`config.mk`:
```
export PLATFORM = sky130hd
export DESIGN_NAME = http_request_line_tokenizer_top_flat
export DESIGN_NICKNAME = d
export VERILOG_FILES = /design/src/hw/rtl/hrlt_pkg.sv /design/src/hw/rtl/hrlt_if.sv /design/src/hw/rtl/http_request_line_tokenizer_top.sv /design/src/flat_wrapper.sv
export SDC_FILE = /design/constraint.sdc
export NUM_CORES = 1
export LEC_CHECK = 0
export BUFFER_PORTS_ARGS = -buffer_cell sky130_fd_sc_hd__buf_2
export CAP_MARGIN = 10
export CORE_MARGIN = 2
export CORE_UTILIZATION = 40
export CTS_BUF_LIST = sky130_fd_sc_hd__clkbuf_16
export DETAILED_ROUTE_END_ITERATION = 12
export SLEW_MARGIN = 20
export SYNTH_ARGS = -nofsm -noshare
export SYNTH_HDL_FRONTEND = slang
export SYNTH_SLANG_ARGS = --single-unit
```
`constraint.sdc`:
```
create_clock -name clk -period 3.7 [get_ports clk]
set_clock_uncertainty 0.15 [all_clocks]
set_input_delay 0.185 -clock clk [delete_from_list [all_inputs] [get_ports clk]]
set_output_delay 0.185 -clock clk [all_outputs]
set_load 0.05 [all_outputs]
```
`src/hw/rtl/hrlt_pkg.sv`:
```
// shared types, codes and constants for the http request line tokenizer
// no dependencies
`timescale 1ns / 1ps

package hrlt_pkg;

  localparam int BYTE_W   = 8;
  localparam int ROLE_W   = 3;
  localparam int VIDX_W   = 4;
  localparam int KIND_W   = 2;
  localparam int MIME_W   = 3;
  localparam int VCOUNT_W = 5;

  localparam int DEF_MAX_METHOD_LEN   = 10;
  localparam int DEF_MAX_RESOURCE_LEN = 1024;
  localparam int DEF_MAX_VALUES       = 10;
  localparam int DEF_MAX_VALUE_LEN    = 64;

  typedef enum logic [ROLE_W-1:0] {
    ROLE_IGNORED  = 3'd0,
    ROLE_METHOD   = 3'd1,
    ROLE_RESOURCE = 3'd2,
    ROLE_VALUE    = 3'd3,
    ROLE_SUMMARY  = 3'd4
  } role_t;

  typedef enum logic [KIND_W-1:0] {
    KIND_EMPTY  = 2'd0,
    KIND_DOT    = 2'd1,
    KIND_NO_DOT = 2'd2
  } kind_t;

  typedef enum logic [MIME_W-1:0] {
    MIME_NONE = 3'd0,
    MIME_HTML = 3'd1,
    MIME_CSS  = 3'd2,
    MIME_JS   = 3'd3,
    MIME_PNG  = 3'd4,
    MIME_JPEG = 3'd5,
    MIME_BMP  = 3'd6,
    MIME_ICON = 3'd7
  } mime_t;

  localparam logic [BYTE_W-1:0] CH_SPACE = 8'h20;
  localparam logic [BYTE_W-1:0] CH_QUEST = 8'h3f;
  localparam logic [BYTE_W-1:0] CH_EQUAL = 8'h3d;
  localparam logic [BYTE_W-1:0] CH_AMP   = 8'h26;
  localparam logic [BYTE_W-1:0] CH_DOT   = 8'h2e;
  localparam logic [BYTE_W-1:0] CH_UP_A  = 8'd65;
  localparam logic [BYTE_W-1:0] CH_UP_Z  = 8'd90;
  localparam logic [BYTE_W-1:0] CASE_OFS = 8'd32;

  // extension bytes packed first character in the low byte
  localparam logic [31:0] EXT_HTML = "lmth";
  localparam logic [31:0] EXT_JPEG = "gepj";
  localparam logic [31:0] EXT_CSS  = {8'h00, "ssc"};
  localparam logic [31:0] EXT_PNG  = {8'h00, "gnp"};
  localparam logic [31:0] EXT_JPG  = {8'h00, "gpj"};
  localparam logic [31:0] EXT_BMP  = {8'h00, "pmb"};
  localparam logic [31:0] EXT_ICO  = {8'h00, "oci"};
  localparam logic [31:0] EXT_JS   = {16'h0000, "sj"};

  function automatic mime_t mime_of_ext(logic [31:0] e, logic [2:0] n);
    mime_t m;
    m = MIME_NONE;
    case (n)
      3'd4: begin
        if (e == EXT_HTML) m = MIME_HTML;
        else if (e == EXT_JPEG) m = MIME_JPEG;
      end
      3'd3: begin
        if (e == EXT_CSS) m = MIME_CSS;
        else if (e == EXT_PNG) m = MIME_PNG;
        else if (e == EXT_JPG) m = MIME_JPEG;
        else if (e == EXT_BMP) m = MIME_BMP;
        else if (e == EXT_ICO) m = MIME_ICON;
      end
      3'd2: begin
        if (e == EXT_JS) m = MIME_JS;
      end
      default: m = MIME_NONE;
    endcase
    return m;
  endfunction

endpackage

```
`src/hw/rtl/hrlt_if.sv`:
```
// valid/ready channel interfaces for request bytes and tokenizer results
// depends on hrlt_pkg
`timescale 1ns / 1ps

interface hrlt_req_if
  import hrlt_pkg::*;
  ();
  logic              valid;
  logic              ready;
  logic [BYTE_W-1:0] request_byte;
  logic              end_of_request;

  modport source (output valid, output request_byte, output end_of_request, input ready);
  modport sink (input valid, input request_byte, input end_of_request, output ready);
endinterface

interface hrlt_res_if
  import hrlt_pkg::*;
  ();
  logic                valid;
  logic                ready;
  logic [BYTE_W-1:0]   echo_byte;
  logic [ROLE_W-1:0]   byte_role;
  logic [VIDX_W-1:0]   value_index;
  logic [KIND_W-1:0]   resource_kind;
  logic [MIME_W-1:0]   mime_code;
  logic [VCOUNT_W-1:0] value_count;
  logic                overflow;

  modport source (
    output valid, output echo_byte, output byte_role, output value_index,
    output resource_kind, output mime_code, output value_count, output overflow,
    input ready
  );
  modport sink (
    input valid, input echo_byte, input byte_role, input value_index,
    input resource_kind, input mime_code, input value_count, input overflow,
    output ready
  );
endinterface

```
`src/hw/rtl/http_request_line_tokenizer_top.sv`:
```
// a request byte passes through the input register, then the result register
// one byte per cycle unless res stalls; only an empty input register fills while a result waits
// the per-byte parser state update sits between the two registers
// reset (rst, synchronous): both stages empty, parser back in the method phase, counts cleared
// the parser also returns to its reset state after a byte marked end_of_request
// depends on hrlt_pkg and hrlt_if
`timescale 1ns / 1ps

module http_request_line_tokenizer_top
  import hrlt_pkg::*;
#(
  parameter int MAX_METHOD_LEN   = DEF_MAX_METHOD_LEN,
  parameter int MAX_RESOURCE_LEN = DEF_MAX_RESOURCE_LEN,
  parameter int MAX_VALUES       = DEF_MAX_VALUES,
  parameter int MAX_VALUE_LEN    = DEF_MAX_VALUE_LEN
) (
  input  logic       clk,
  input  logic       rst,
  hrlt_req_if.sink   req,
  hrlt_res_if.source res
);

  localparam int MLW = $clog2(MAX_METHOD_LEN + 1);
  localparam int RLW = $clog2(MAX_RESOURCE_LEN + 1);
  localparam int VSW = $clog2(MAX_VALUES + 1);
  localparam int VLW = $clog2(MAX_VALUE_LEN + 1);

  typedef enum logic [2:0] {
    PH_METHOD,
    PH_SLASH,
    PH_RESOURCE,
    PH_KEY,
    PH_VALUE,
    PH_DONE
  } phase_t;

  // input register
  logic              in_valid;
  logic [BYTE_W-1:0] in_byte;
  logic              in_last;

  // parser state
  phase_t         phase, phase_next;
  logic [MLW-1:0] method_length, method_length_next;
  logic [RLW-1:0] resource_length, resource_length_next;
  logic           dot_seen, dot_seen_next;
  logic           dot_at_start, dot_at_start_next;
  logic [31:0]    extension_chars, extension_chars_next;
  logic [2:0]     extension_length, extension_length_next;
  logic [VSW-1:0] values_seen, values_seen_next;
  logic [VLW-1:0] value_length, value_length_next;
  logic           overflow_seen, overflow_seen_next;

  // result register
  logic                res_valid;
  logic [BYTE_W-1:0]   echo_byte;
  role_t               byte_role, byte_role_next;
  logic [VIDX_W-1:0]   value_index, value_index_next;
  kind_t               resource_kind, resource_kind_next;
  mime_t               mime_code, mime_code_next;
  logic [VCOUNT_W-1:0] value_count, value_count_next;
  logic                overflow;

  logic              advance;
  logic              move;
  logic              line_end;
  logic [BYTE_W-1:0] lower_byte;

  assign advance   = !res_valid || res.ready;
  assign move      = in_valid && advance;
  assign req.ready = !in_valid || advance;

  assign lower_byte = (in_byte >= CH_UP_A && in_byte <= CH_UP_Z) ? in_byte + CASE_OFS : in_byte;

  always_comb begin
    phase_next            = phase;
    method_length_next    = method_length;
    resource_length_next  = resource_length;
    dot_seen_next         = dot_seen;
    dot_at_start_next     = dot_at_start;
    extension_chars_next  = extension_chars;
    extension_length_next = extension_length;
    values_seen_next      = values_seen;
    value_length_next     = value_length;
    overflow_seen_next    = overflow_seen;
    byte_role_next        = ROLE_IGNORED;
    value_index_next      = '0;
    resource_kind_next    = KIND_EMPTY;
    mime_code_next        = MIME_NONE;
    value_count_next      = '0;
    line_end              = 1'b0;

    case (phase)
      PH_METHOD: begin
        if (in_byte == CH_SPACE) begin
          phase_next = PH_SLASH;
        end else if (method_length < MLW'(MAX_METHOD_LEN)) begin
          method_length_next = method_length + 1'b1;
          byte_role_next     = ROLE_METHOD;
        end else begin
          overflow_seen_next = 1'b1;
        end
      end
      PH_SLASH: begin
        phase_next = PH_RESOURCE;
      end
      PH_RESOURCE: begin
        if (in_byte == CH_SPACE) begin
          line_end = 1'b1;
        end else if (in_byte == CH_QUEST) begin
          phase_next = PH_KEY;
        end else if (resource_length < RLW'(MAX_RESOURCE_LEN)) begin
          if (in_byte == CH_DOT) begin
            dot_seen_next         = 1'b1;
            dot_at_start_next     = (resource_length == '0);
            extension_chars_next  = '0;
            extension_length_next = '0;
          end else begin
            for (int k = 0; k < 4; k++) begin
              if (extension_length == 3'(k)) begin
                extension_chars_next[8*k +: 8] = extension_chars[8*k +: 8] | lower_byte;
              end
            end
            if (extension_length < 3'd5) begin
              extension_length_next = extension_length + 3'd1;
            end
          end
          resource_length_next = resource_length + 1'b1;
          byte_role_next       = ROLE_RESOURCE;
        end else begin
          overflow_seen_next = 1'b1;
        end
      end
      PH_KEY: begin
        if (in_byte == CH_SPACE) begin
          line_end = 1'b1;
        end else if (in_byte == CH_EQUAL) begin
          phase_next = PH_VALUE;
          if (values_seen < VSW'(MAX_VALUES)) begin
            values_seen_next  = values_seen + 1'b1;
            value_length_next = '0;
          end else begin
            overflow_seen_next = 1'b1;
            value_length_next  = VLW'(MAX_VALUE_LEN);
          end
        end
      end
      PH_VALUE: begin
        if (in_byte == CH_SPACE) begin
          line_end = 1'b1;
        end else if (in_byte == CH_AMP) begin
          phase_next = PH_KEY;
        end else if (value_length < VLW'(MAX_VALUE_LEN)) begin
          value_length_next = value_length + 1'b1;
          byte_role_next    = ROLE_VALUE;
          value_index_next  = VIDX_W'(values_seen - 1'b1);
        end else begin
          overflow_seen_next = 1'b1;
        end
      end
      default: begin
      end
    endcase

    if (line_end) begin
      phase_next       = PH_DONE;
      byte_role_next   = ROLE_SUMMARY;
      value_count_next = VCOUNT_W'(values_seen);
      if (resource_length != '0) begin
        resource_kind_next = dot_seen ? KIND_DOT : KIND_NO_DOT;
        if (resource_length >= RLW'(4) && dot_seen && !dot_at_start) begin
          mime_code_next = mime_of_ext(extension_chars, extension_length);
        end
      end
    end
  end

  always_ff @(posedge clk) begin
    if (rst) begin
      in_valid <= 1'b0;
    end else if (req.ready) begin
      in_valid <= req.valid;
    end
    if (req.valid && req.ready) begin
      in_byte <= req.request_byte;
      in_last <= req.end_of_request;
    end
  end

  always_ff @(posedge clk) begin
    if (rst) begin
      phase            <= PH_METHOD;
      method_length    <= '0;
      resource_length  <= '0;
      dot_seen         <= 1'b0;
      dot_at_start     <= 1'b0;
      extension_chars  <= '0;
      extension_length <= '0;
      values_seen      <= '0;
      value_length     <= '0;
      overflow_seen    <= 1'b0;
    end else if (move) begin
      if (in_last) begin
        phase            <= PH_METHOD;
        method_length    <= '0;
        resource_length  <= '0;
        dot_seen         <= 1'b0;
        dot_at_start     <= 1'b0;
        extension_chars  <= '0;
        extension_length <= '0;
        values_seen      <= '0;
        value_length     <= '0;
        overflow_seen    <= 1'b0;
      end else begin
        phase            <= phase_next;
        method_length    <= method_length_next;
        resource_length  <= resource_length_next;
        dot_seen         <= dot_seen_next;
        dot_at_start     <= dot_at_start_next;
        extension_chars  <= extension_chars_next;
        extension_length <= extension_length_next;
        values_seen      <= values_seen_next;
        value_length     <= value_length_next;
        overflow_seen    <= overflow_seen_next;
      end
    end
  end

  always_ff @(posedge clk) begin
    if (rst) begin
      res_valid <= 1'b0;
    end else if (advance) begin
      res_valid <= in_valid;
    end
    if (move) begin
      echo_byte     <= in_byte;
      byte_role     <= byte_role_next;
      value_index   <= value_index_next;
      resource_kind <= resource_kind_next;
      mime_code     <= mime_code_next;
      value_count   <= value_count_next;
      overflow      <= overflow_seen_next;
    end
  end

  assign res.valid         = res_valid;
  assign res.echo_byte     = echo_byte;
  assign res.byte_role     = byte_role;
  assign res.value_index   = value_index;
  assign res.resource_kind = resource_kind;
  assign res.mime_code     = mime_code;
  assign res.value_count   = value_count;
  assign res.overflow      = overflow;

  // summary fields only on the line end result
  assert property (@(posedge clk) disable iff (rst)
    res_valid && byte_role != ROLE_SUMMARY |->
      resource_kind == KIND_EMPTY && mime_code == MIME_NONE && value_count == '0)
    else $error("summary fields set on a non summary result");

  // a recognized type needs a resource with a dot
  assert property (@(posedge clk) disable iff (rst)
    res_valid && mime_code != MIME_NONE |-> resource_kind == KIND_DOT)
    else $error("mime code without a dotted resource");

  assert property (@(posedge clk) disable iff (rst)
    values_seen <= VSW'(MAX_VALUES) && method_length <= MLW'(MAX_METHOD_LEN))
    else $error("counter past its bound");

  // a byte marked last leaves the parser in the method phase
  assert property (@(posedge clk) disable iff (rst)
    move && in_last |=> phase == PH_METHOD && values_seen == '0 && !overflow_seen)
    else $error("state not cleared after end of request");

  // a stalled result is not overwritten
  assert property (@(posedge clk) disable iff (rst)
    res_valid && !res.ready |=> res_valid && $stable(echo_byte) && $stable(byte_role))
    else $error("stalled result lost");

endmodule
```
`src/flat_wrapper.sv`:
```
// flat-port wrapper written by rule: the top's interface ports become plain ports
module http_request_line_tokenizer_top_flat import hrlt_pkg::*;
#(
  parameter int MAX_METHOD_LEN   = DEF_MAX_METHOD_LEN,
  parameter int MAX_RESOURCE_LEN = DEF_MAX_RESOURCE_LEN,
  parameter int MAX_VALUES       = DEF_MAX_VALUES,
  parameter int MAX_VALUE_LEN    = DEF_MAX_VALUE_LEN
)
  (clk, rst, req_valid, req_request_byte, req_end_of_request, req_ready, res_valid, res_echo_byte, res_byte_role, res_value_index, res_resource_kind, res_mime_code, res_value_count, res_overflow, res_ready);
  hrlt_req_if req_i ();
  hrlt_res_if res_i ();
  input  logic clk;
  input  logic rst;
  input wire logic [$bits(req_i.valid)-1:0] req_valid;
  input wire logic [$bits(req_i.request_byte)-1:0] req_request_byte;
  input wire logic [$bits(req_i.end_of_request)-1:0] req_end_of_request;
  output wire logic [$bits(req_i.ready)-1:0] req_ready;
  output wire logic [$bits(res_i.valid)-1:0] res_valid;
  output wire logic [$bits(res_i.echo_byte)-1:0] res_echo_byte;
  output wire logic [$bits(res_i.byte_role)-1:0] res_byte_role;
  output wire logic [$bits(res_i.value_index)-1:0] res_value_index;
  output wire logic [$bits(res_i.resource_kind)-1:0] res_resource_kind;
  output wire logic [$bits(res_i.mime_code)-1:0] res_mime_code;
  output wire logic [$bits(res_i.value_count)-1:0] res_value_count;
  output wire logic [$bits(res_i.overflow)-1:0] res_overflow;
  input wire logic [$bits(res_i.ready)-1:0] res_ready;
  assign req_i.valid = req_valid;
  assign req_i.request_byte = req_request_byte;
  assign req_i.end_of_request = req_end_of_request;
  assign req_ready = req_i.ready;
  assign res_valid = res_i.valid;
  assign res_echo_byte = res_i.echo_byte;
  assign res_byte_role = res_i.byte_role;
  assign res_value_index = res_i.value_index;
  assign res_resource_kind = res_i.resource_kind;
  assign res_mime_code = res_i.mime_code;
  assign res_value_count = res_i.value_count;
  assign res_overflow = res_i.overflow;
  assign res_i.ready = res_ready;
  http_request_line_tokenizer_top #(.MAX_METHOD_LEN(MAX_METHOD_LEN), .MAX_RESOURCE_LEN(MAX_RESOURCE_LEN), .MAX_VALUES(MAX_VALUES), .MAX_VALUE_LEN(MAX_VALUE_LEN)) u_core (.clk(clk), .rst(rst), .req(req_i), .res(res_i));
endmodule
```
==> impl_metrics.toml, run 1 <==
[yosys]
postSynthCellCount = 523
ys_warn_count = 0
synth_top_area_frac = 0.282
ys.flop_type = "dfxtp_1"
yosysSeqAreaShare = 0.491
async_flop_share = 0
synth_edf_count = 34
synth_top_area_cell = "dfxtp_1"
synthTopCellsByArea = "dfxtp_1, edfxtp_1, nor2_1"
avgSynthCellArea_um2 = 9.35
synth_nets = 548
syn_area_um2 = 4890
yosys.cell_types.count = 72
yosys_register_bits = 103

[routing]
vias = 3966
wire_per_inst_um = 16.5
drt_pre_antenna_iters = 4
route.detailed.drc = 0
via_per_inst = 5.59
drt-total-wl_mm = 11.7
drtAntennaViolNets = 0
initialDrtViolationCount = 234

[placed_design]
gp_congestion = 0.880
portBuffers = 39
hpwlAfterDp_mm = 8.28

[clock_network]
htree_levels = 3
cts_buffers = 9
cts_root_buffer = "clkbuf_16"
cts_setup_buffers = 0
cts_tree = "built"
cts_hold_buf = 10
clock_latency_ps = 350
postCtsResizedCells = 0
clk_path_buf_depth = 2
cts_num_sinks = 103
clk_pin_slew_ps = 70

[finish]
antenna_cells = 0
multi_input_area_um2 = 2250
final_cell_mix = "nor2_1, dfxtp_1, buf_2, edfxtp_1, nand2_1"
area_delta_synth_final_pct = 13.5
final_common_cell = "nor2_1"
fin_nets = 583
layout-drive-gt1-share = 0.128
register_area_um2 = 2400
fill_cells = 1115

[timing]
slew_headroom = 0.507
fin_crit_sh = 0.777
drv_slew = 0
hold_violations = 0
tightest_slew_ps = 739
max_freq_ghz = 0.348
setup_viol_count_final = 0
setup_tns_ps = 0
rsz0062_at_grt = "no"
period_needed_ps = 2870

[die]
io_pins = 41
die-area_um2 = 13100
die_w_um = 115
core-area_um2 = 12000
num_rows = 40
initial_core_util = 0.409
die_h_um = 115

[grt]
grtUsageTotal = 0.184
grt_pass1_wl_mm = 18.7
grt-ovfl-total = 0
grt_pass1_vias = 3707
grt_max_degree = 32
antenna_found_initial = 0

[worst_setup_path]
worstSetupEndpointType = "register"
r2r_cells = 6
path_max_fanout = 22
cp-start-kind = "register"
cp.arrival_ps = 2980
required_ps = 3810
crit_type = "reg -> reg"

[min_path]
min_path_type = "in -> reg"
whs_path_depth = 4

[power]
max-vdd-ir-drop_uv = 210
p_leak_uw = 0.00196
p_per_area_nw_per_um2 = 430
p_total_uw = 2390

[flow_run]
drv_cap = 0

[run_status]
status = "finished, final reports clean"
power by group:
part	leakage [µW]	total [µW]	switching, µW	internal, µW
Combinational	0.000921	186	132	54.4
Sequential	0.000879	1230	32.3	1200
Clock	0.000157	972	411	561
worst max-delay path, cell delays in order (launching register included):
cell	delay (ps)
edfxtp_1	600
or4_4	600
or2_1	350
a31oi_4	400
o21ai_2	230
buf_4	270
a211oi_1	180
final timing paths:
check,slack [ps],to,startpoint
setup / recovery,830,u_core.extension_chars[31]$_SDFFE_PP0P_,u_core.in_byte[1]$_DFFE_PP_
hold / removal,8,u_core.res.valid$_SDFFE_PP0P_,res_ready
hold reg to reg,330,u_core.method_length[3]$_SDFFE_PP0P_,u_core.method_length[3]$_SDFFE_PP0P_
setup reg to reg,830,u_core.extension_chars[31]$_SDFFE_PP0P_,u_core.in_byte[1]$_DFFE_PP_
layout make-up:
class	count	area share
Clock buffer	10	0.0451
Clock inverter	6	0.0106
Inverter	22	0.0149
Multi-Input combinational cell	369	0.405
Sequential cell	103	0.433
Tap cell	147	0.0331
Timing Repair Buffer	53	0.0586
registers in the layout (all words and copies together) (netlist names), 2 cells and up:
register / flops
u_core.extension_chars: 32
u_core.res.byte_role: 3
u_core.value_length: 7
u_core.resource_length: 11
u_core.values_seen: 4
u_core.res.mime_code: 3
u_core.in_byte: 8
u_core.res.value_count: 4
u_core.phase: 3
u_core.res.resource_kind: 2
u_core.res.value_index: 4
u_core.method_length: 4
u_core.extension_length: 3
u_core.res.echo_byte: 8
cells in the mapped netlist (3+ instances only):
| cell type | n |
|---|---|
| nand3b_1 | 3 |
| or3_1 | 4 |
| nor2b_1 | 5 |
| nand2b_1 | 7 |
| nor3_1 | 13 |
| nor2_1 | 82 |
| buf_2 | 6 |
| xnor2_1 | 17 |
| inv_1 | 21 |
| ha_1 | 12 |
| nand4b_1 | 3 |
| o22ai_1 | 3 |
| nand4_1 | 11 |
| xor2_1 | 3 |
| and2_1 | 5 |
| nor4_1 | 13 |
| mux2i_1 | 3 |
| o21a_1 | 3 |
| or4_1 | 6 |
| a31oi_1 | 23 |
| nand3_1 | 23 |
| edfxtp_1 | 34 |
| clkbuf_1 | 15 |
| a21oi_1 | 30 |
| and3_1 | 5 |
| o21ai_0 | 7 |
| or3b_1 | 4 |
| dfxtp_1 | 69 |
| o21ai_1 | 7 |
| buf_6 | 6 |
| nand2_1 | 32 |
per-layer routing:
| metal | up-vias | track usage | share of wire |
|---|---|---|---|
| li1 | 1957 | - | - |
| met1 | 1884 | 0.253 | 0.48 |
| met2 | 106 | 0.283 | 0.46 |
| met3 | 19 | 0.0397 | 0.043 |
| met4 | 0 | 0.0724 | 0.021 |
| met5 | - | 0 | 0 |
kinds of logic (layout without fill, tap and decap cells):
| logic type | after synthesis | count (layout) | synth area share |
|---|---|---|---|
| buffers and inverters | 51 | 91 | 0.0507 |
| adders and majority gates | 12 | 12 | 0.0307 |
| muxes | 4 | 4 | 0.00844 |
| other | 1 | 1 | 0.000767 |
| AOI/OAI and AO/OA | 98 | 98 | 0.133 |
| and+or+nand+nor | 234 | 234 | 0.249 |
| DFF | 103 | 103 | 0.491 |
| xor gates and xnor gates | 20 | 20 | 0.0358 |
through the flow:
stage / std cells / hold WS, ps / worst slack (ps) / util / instance area, µm²
floorplan: 523 / 134 / 620 / - / 4890
global placement: 684 / 224 / 715 / 0.429 / 5130
detailed placement: 684 / 216 / 512 / 0.429 / 5130
CTS: 710 / 5.88 / 489 / 0.463 / 5540
global route: 710 / 53.7 / 648 / 0.464 / 5550
finish: 710 / 8.37 / 826 / 0.464 / 5550
(Power assumes the default switching activity.)
==> run 2, diff against run 1 <==
==> constraint.sdc (replaced) <==
create_clock -name clk -period 2.9 [get_ports clk]
set_clock_uncertainty 0.15 [all_clocks]
set_input_delay 0.145 -clock clk [delete_from_list [all_inputs] [get_ports clk]]
set_output_delay 0.145 -clock clk [all_outputs]
set_load 0.05 [all_outputs]
==> run 2 against run 1 <==
Effect of this change:
- global-route usage increased by 0.21 points
- critical path depth up 1
- setup slack got worse by 630 ps
- utilization grew 1.2 points
- critical path type unchanged
- fmax rose by 6.1%
- first-iteration DRC count rose by 50%
- highest routed layer unchanged
==> impl_metrics.toml, run 2 (synthesized netlist as in run 1, its figures left out) <==
[worst_setup_path]
crit_type = "reg -> reg"
r2r_start = "u_core.in_byte[7]$_DFFE_PP_"
cp-start-kind = "register"
crit_end = "u_core.phase[1]$_SDFFE_PP0P_"
path_max_fanout = 7
worstSetupEndpointType = "register"
cp_cell_sequence = "or4b_1 > or2_1 > buf_4 > xnor2_1 > o311a_1 > or3b_1 > a31oi_1"
crit_start = "u_core.in_byte[7]$_DFFE_PP_"
cp.arrival_ps = 2830
rrSetupSlack_ps = 190
crit_slowest_cell = "or4b_1"
cp_slowest_stage_delay_ps = 570
r2r-end = "u_core.phase[1]$_SDFFE_PP0P_"
r2r_cells = 7
required_ps = 3020

[routing]
via_per_inst = 5.54
drt-total-wl_mm = 11.8
drtAntennaViolNets = 0
drt_pre_antenna_iters = 5
wire_per_inst_um = 16.2
route.detailed.drc = 0
vias = 4029
initialDrtViolationCount = 350

[placed_design]
portBuffers = 39
dp_slack_ps = 186
gp_congestion = 0.901
hpwlAfterDp_mm = 8.35
dp.cells = 700

[clock_network]
htree_levels = 3
cts_num_sinks = 103
cts_buffers = 9
cts_tree = "built"
clk_pin_slew_ps = 70
cts_root_buffer = "clkbuf_16"
clock_latency_ps = 350
cts_setup_buffers = 0
clk_path_buf_depth = 2

[timing]
rsz0062_at_grt = "no"
setup_tns_ps = 0
max_freq_ghz = 0.369
setup_ws_ps = 191
slew_headroom = 0.477
hold_violations = 0
drv_slew = 0
fin_crit_sh = 0.934
period_needed_ps = 2710
setup_viol_count_final = 0
tightest_slew_ps = 778

[power]
p_leak_uw = 0.00204
p_per_area_nw_per_um2 = 544
p_total_uw = 3100
max-vdd-ir-drop_uv = 249

[grt]
grt_max_degree = 35
antenna_found_initial = 0
grt_pass1_vias = 3797
grt-ovfl-total = 0
grtUsageTotal = 0.186
grt_pass1_wl_mm = 19.1

[finish]
fill_cells = 1110
final_cell_mix = "nor2_1, dfxtp_1, buf_2, edfxtp_1, nand2_1"
antenna_cells = 0
fin_nets = 600
largest_register = "u_core.extension_chars"
largest_reg_flops = 32
area_delta_synth_final_pct = 16.4
layout-drive-gt1-share = 0.150
final_common_cell = "nor2_1"
reg.largest.list = "u_core.extension_chars x32, u_core.resource_length x11"
fin_cells = 727

[die]
die_h_um = 115
initial_core_util = 0.409
die_w_um = 115
die-area_um2 = 13100
core-area_um2 = 12000
io_pins = 41
num_rows = 40

[flow_run]
drv_cap = 0

[min_path]
min_path_type = "in -> reg"

[run_status]
status = "finished, final reports clean"
[run 2: cell types whose count changed in the layout (fill, tap and decap cells not counted)]
| cell | change |
|---|---|
| buf_4 | +16 |
| bufinv_16 | +1 |
| clkbuf_16 | -1 |
| clkinv_1 | +1 |
| dlygate4sd3_1 | +1 |
| inv_2 | -1 |
| o21ai_2 | -1 |
| o21ai_4 | +1 |
[run 2: what timing repair did]
item	in CTS	in global routing
hold buffers	11	0
gates resized for setup	0	0
endpoints found under the hold margin	11	0
[run 2: cell type report]
| cell class | instances | area (µm²) | share of cell area |
|---|---|---|---|
| Clock inverter | 7 | 88.8 | 0.0156 |
| Tap cell | 147 | 184 | 0.0323 |
| Inverter | 22 | 82.6 | 0.0145 |
| Timing Repair Buffer | 70 | 455 | 0.0800 |
| Sequential cell | 103 | 2400 | 0.422 |
| Clock buffer | 9 | 225 | 0.0396 |
| Multi-Input combinational cell | 369 | 2250 | 0.396 |
[run 2: worst max-delay path: cells and delay by family, from the launching register on]
kind	cells	cell delay, ps
AND/OR/NAND/NOR	3	1250
flip-flops	1	490
XOR/XNOR	1	120
AO/OA/AOI/OAI	2	440
buffers and inverters	1	180
[run 2: metal layers]
metal	global-route usage	share of wire	up-vias
met5	0	0	-
met4	0.0569	0.011	0
met3	0.0344	0.058	11
met2	0.286	0.45	139
met1	0.266	0.48	1886
li1	-	-	1993
[run 2: power breakdown]
| group | internal, µW | switching [µW] |
|---|---|---|
| Combinational | 82.5 | 189 |
| Sequential | 1530 | 24.5 |
| Clock | 750 | 526 |
| Total | 2360 | 739 |
[run 2: stage by stage]
stage / hold WS [ps] / instance area, µm² / utilization
global placement: 174 / 5260 / 0.439
CTS: 43.7 / 5680 / 0.475
floorplan: 93.9 / 4890 / -
finish: 39.5 / 5690 / 0.476
global route: 56.1 / 5690 / 0.476
detailed placement: 178 / 5260 / 0.439
[run 2: worst min-delay path by stage]
stage	endpoint	cells past startpoint	from
3_5_place_dp	u_core.in_byte[7]$_DFFE_PP_	1	req_request_byte[7]
2_1_floorplan	u_core.in_byte[0]$_DFFE_PP_	0	req_request_byte[0]
5_1_grt	u_core.in_valid$_SDFFE_PP0N_	2	rst
6_report	u_core.in_valid$_SDFFE_PP0N_	2	rst
3_3_place_gp	u_core.in_last$_DFFE_PP_	1	req_end_of_request
4_1_cts	u_core.in_valid$_SDFFE_PP0N_	2	rst
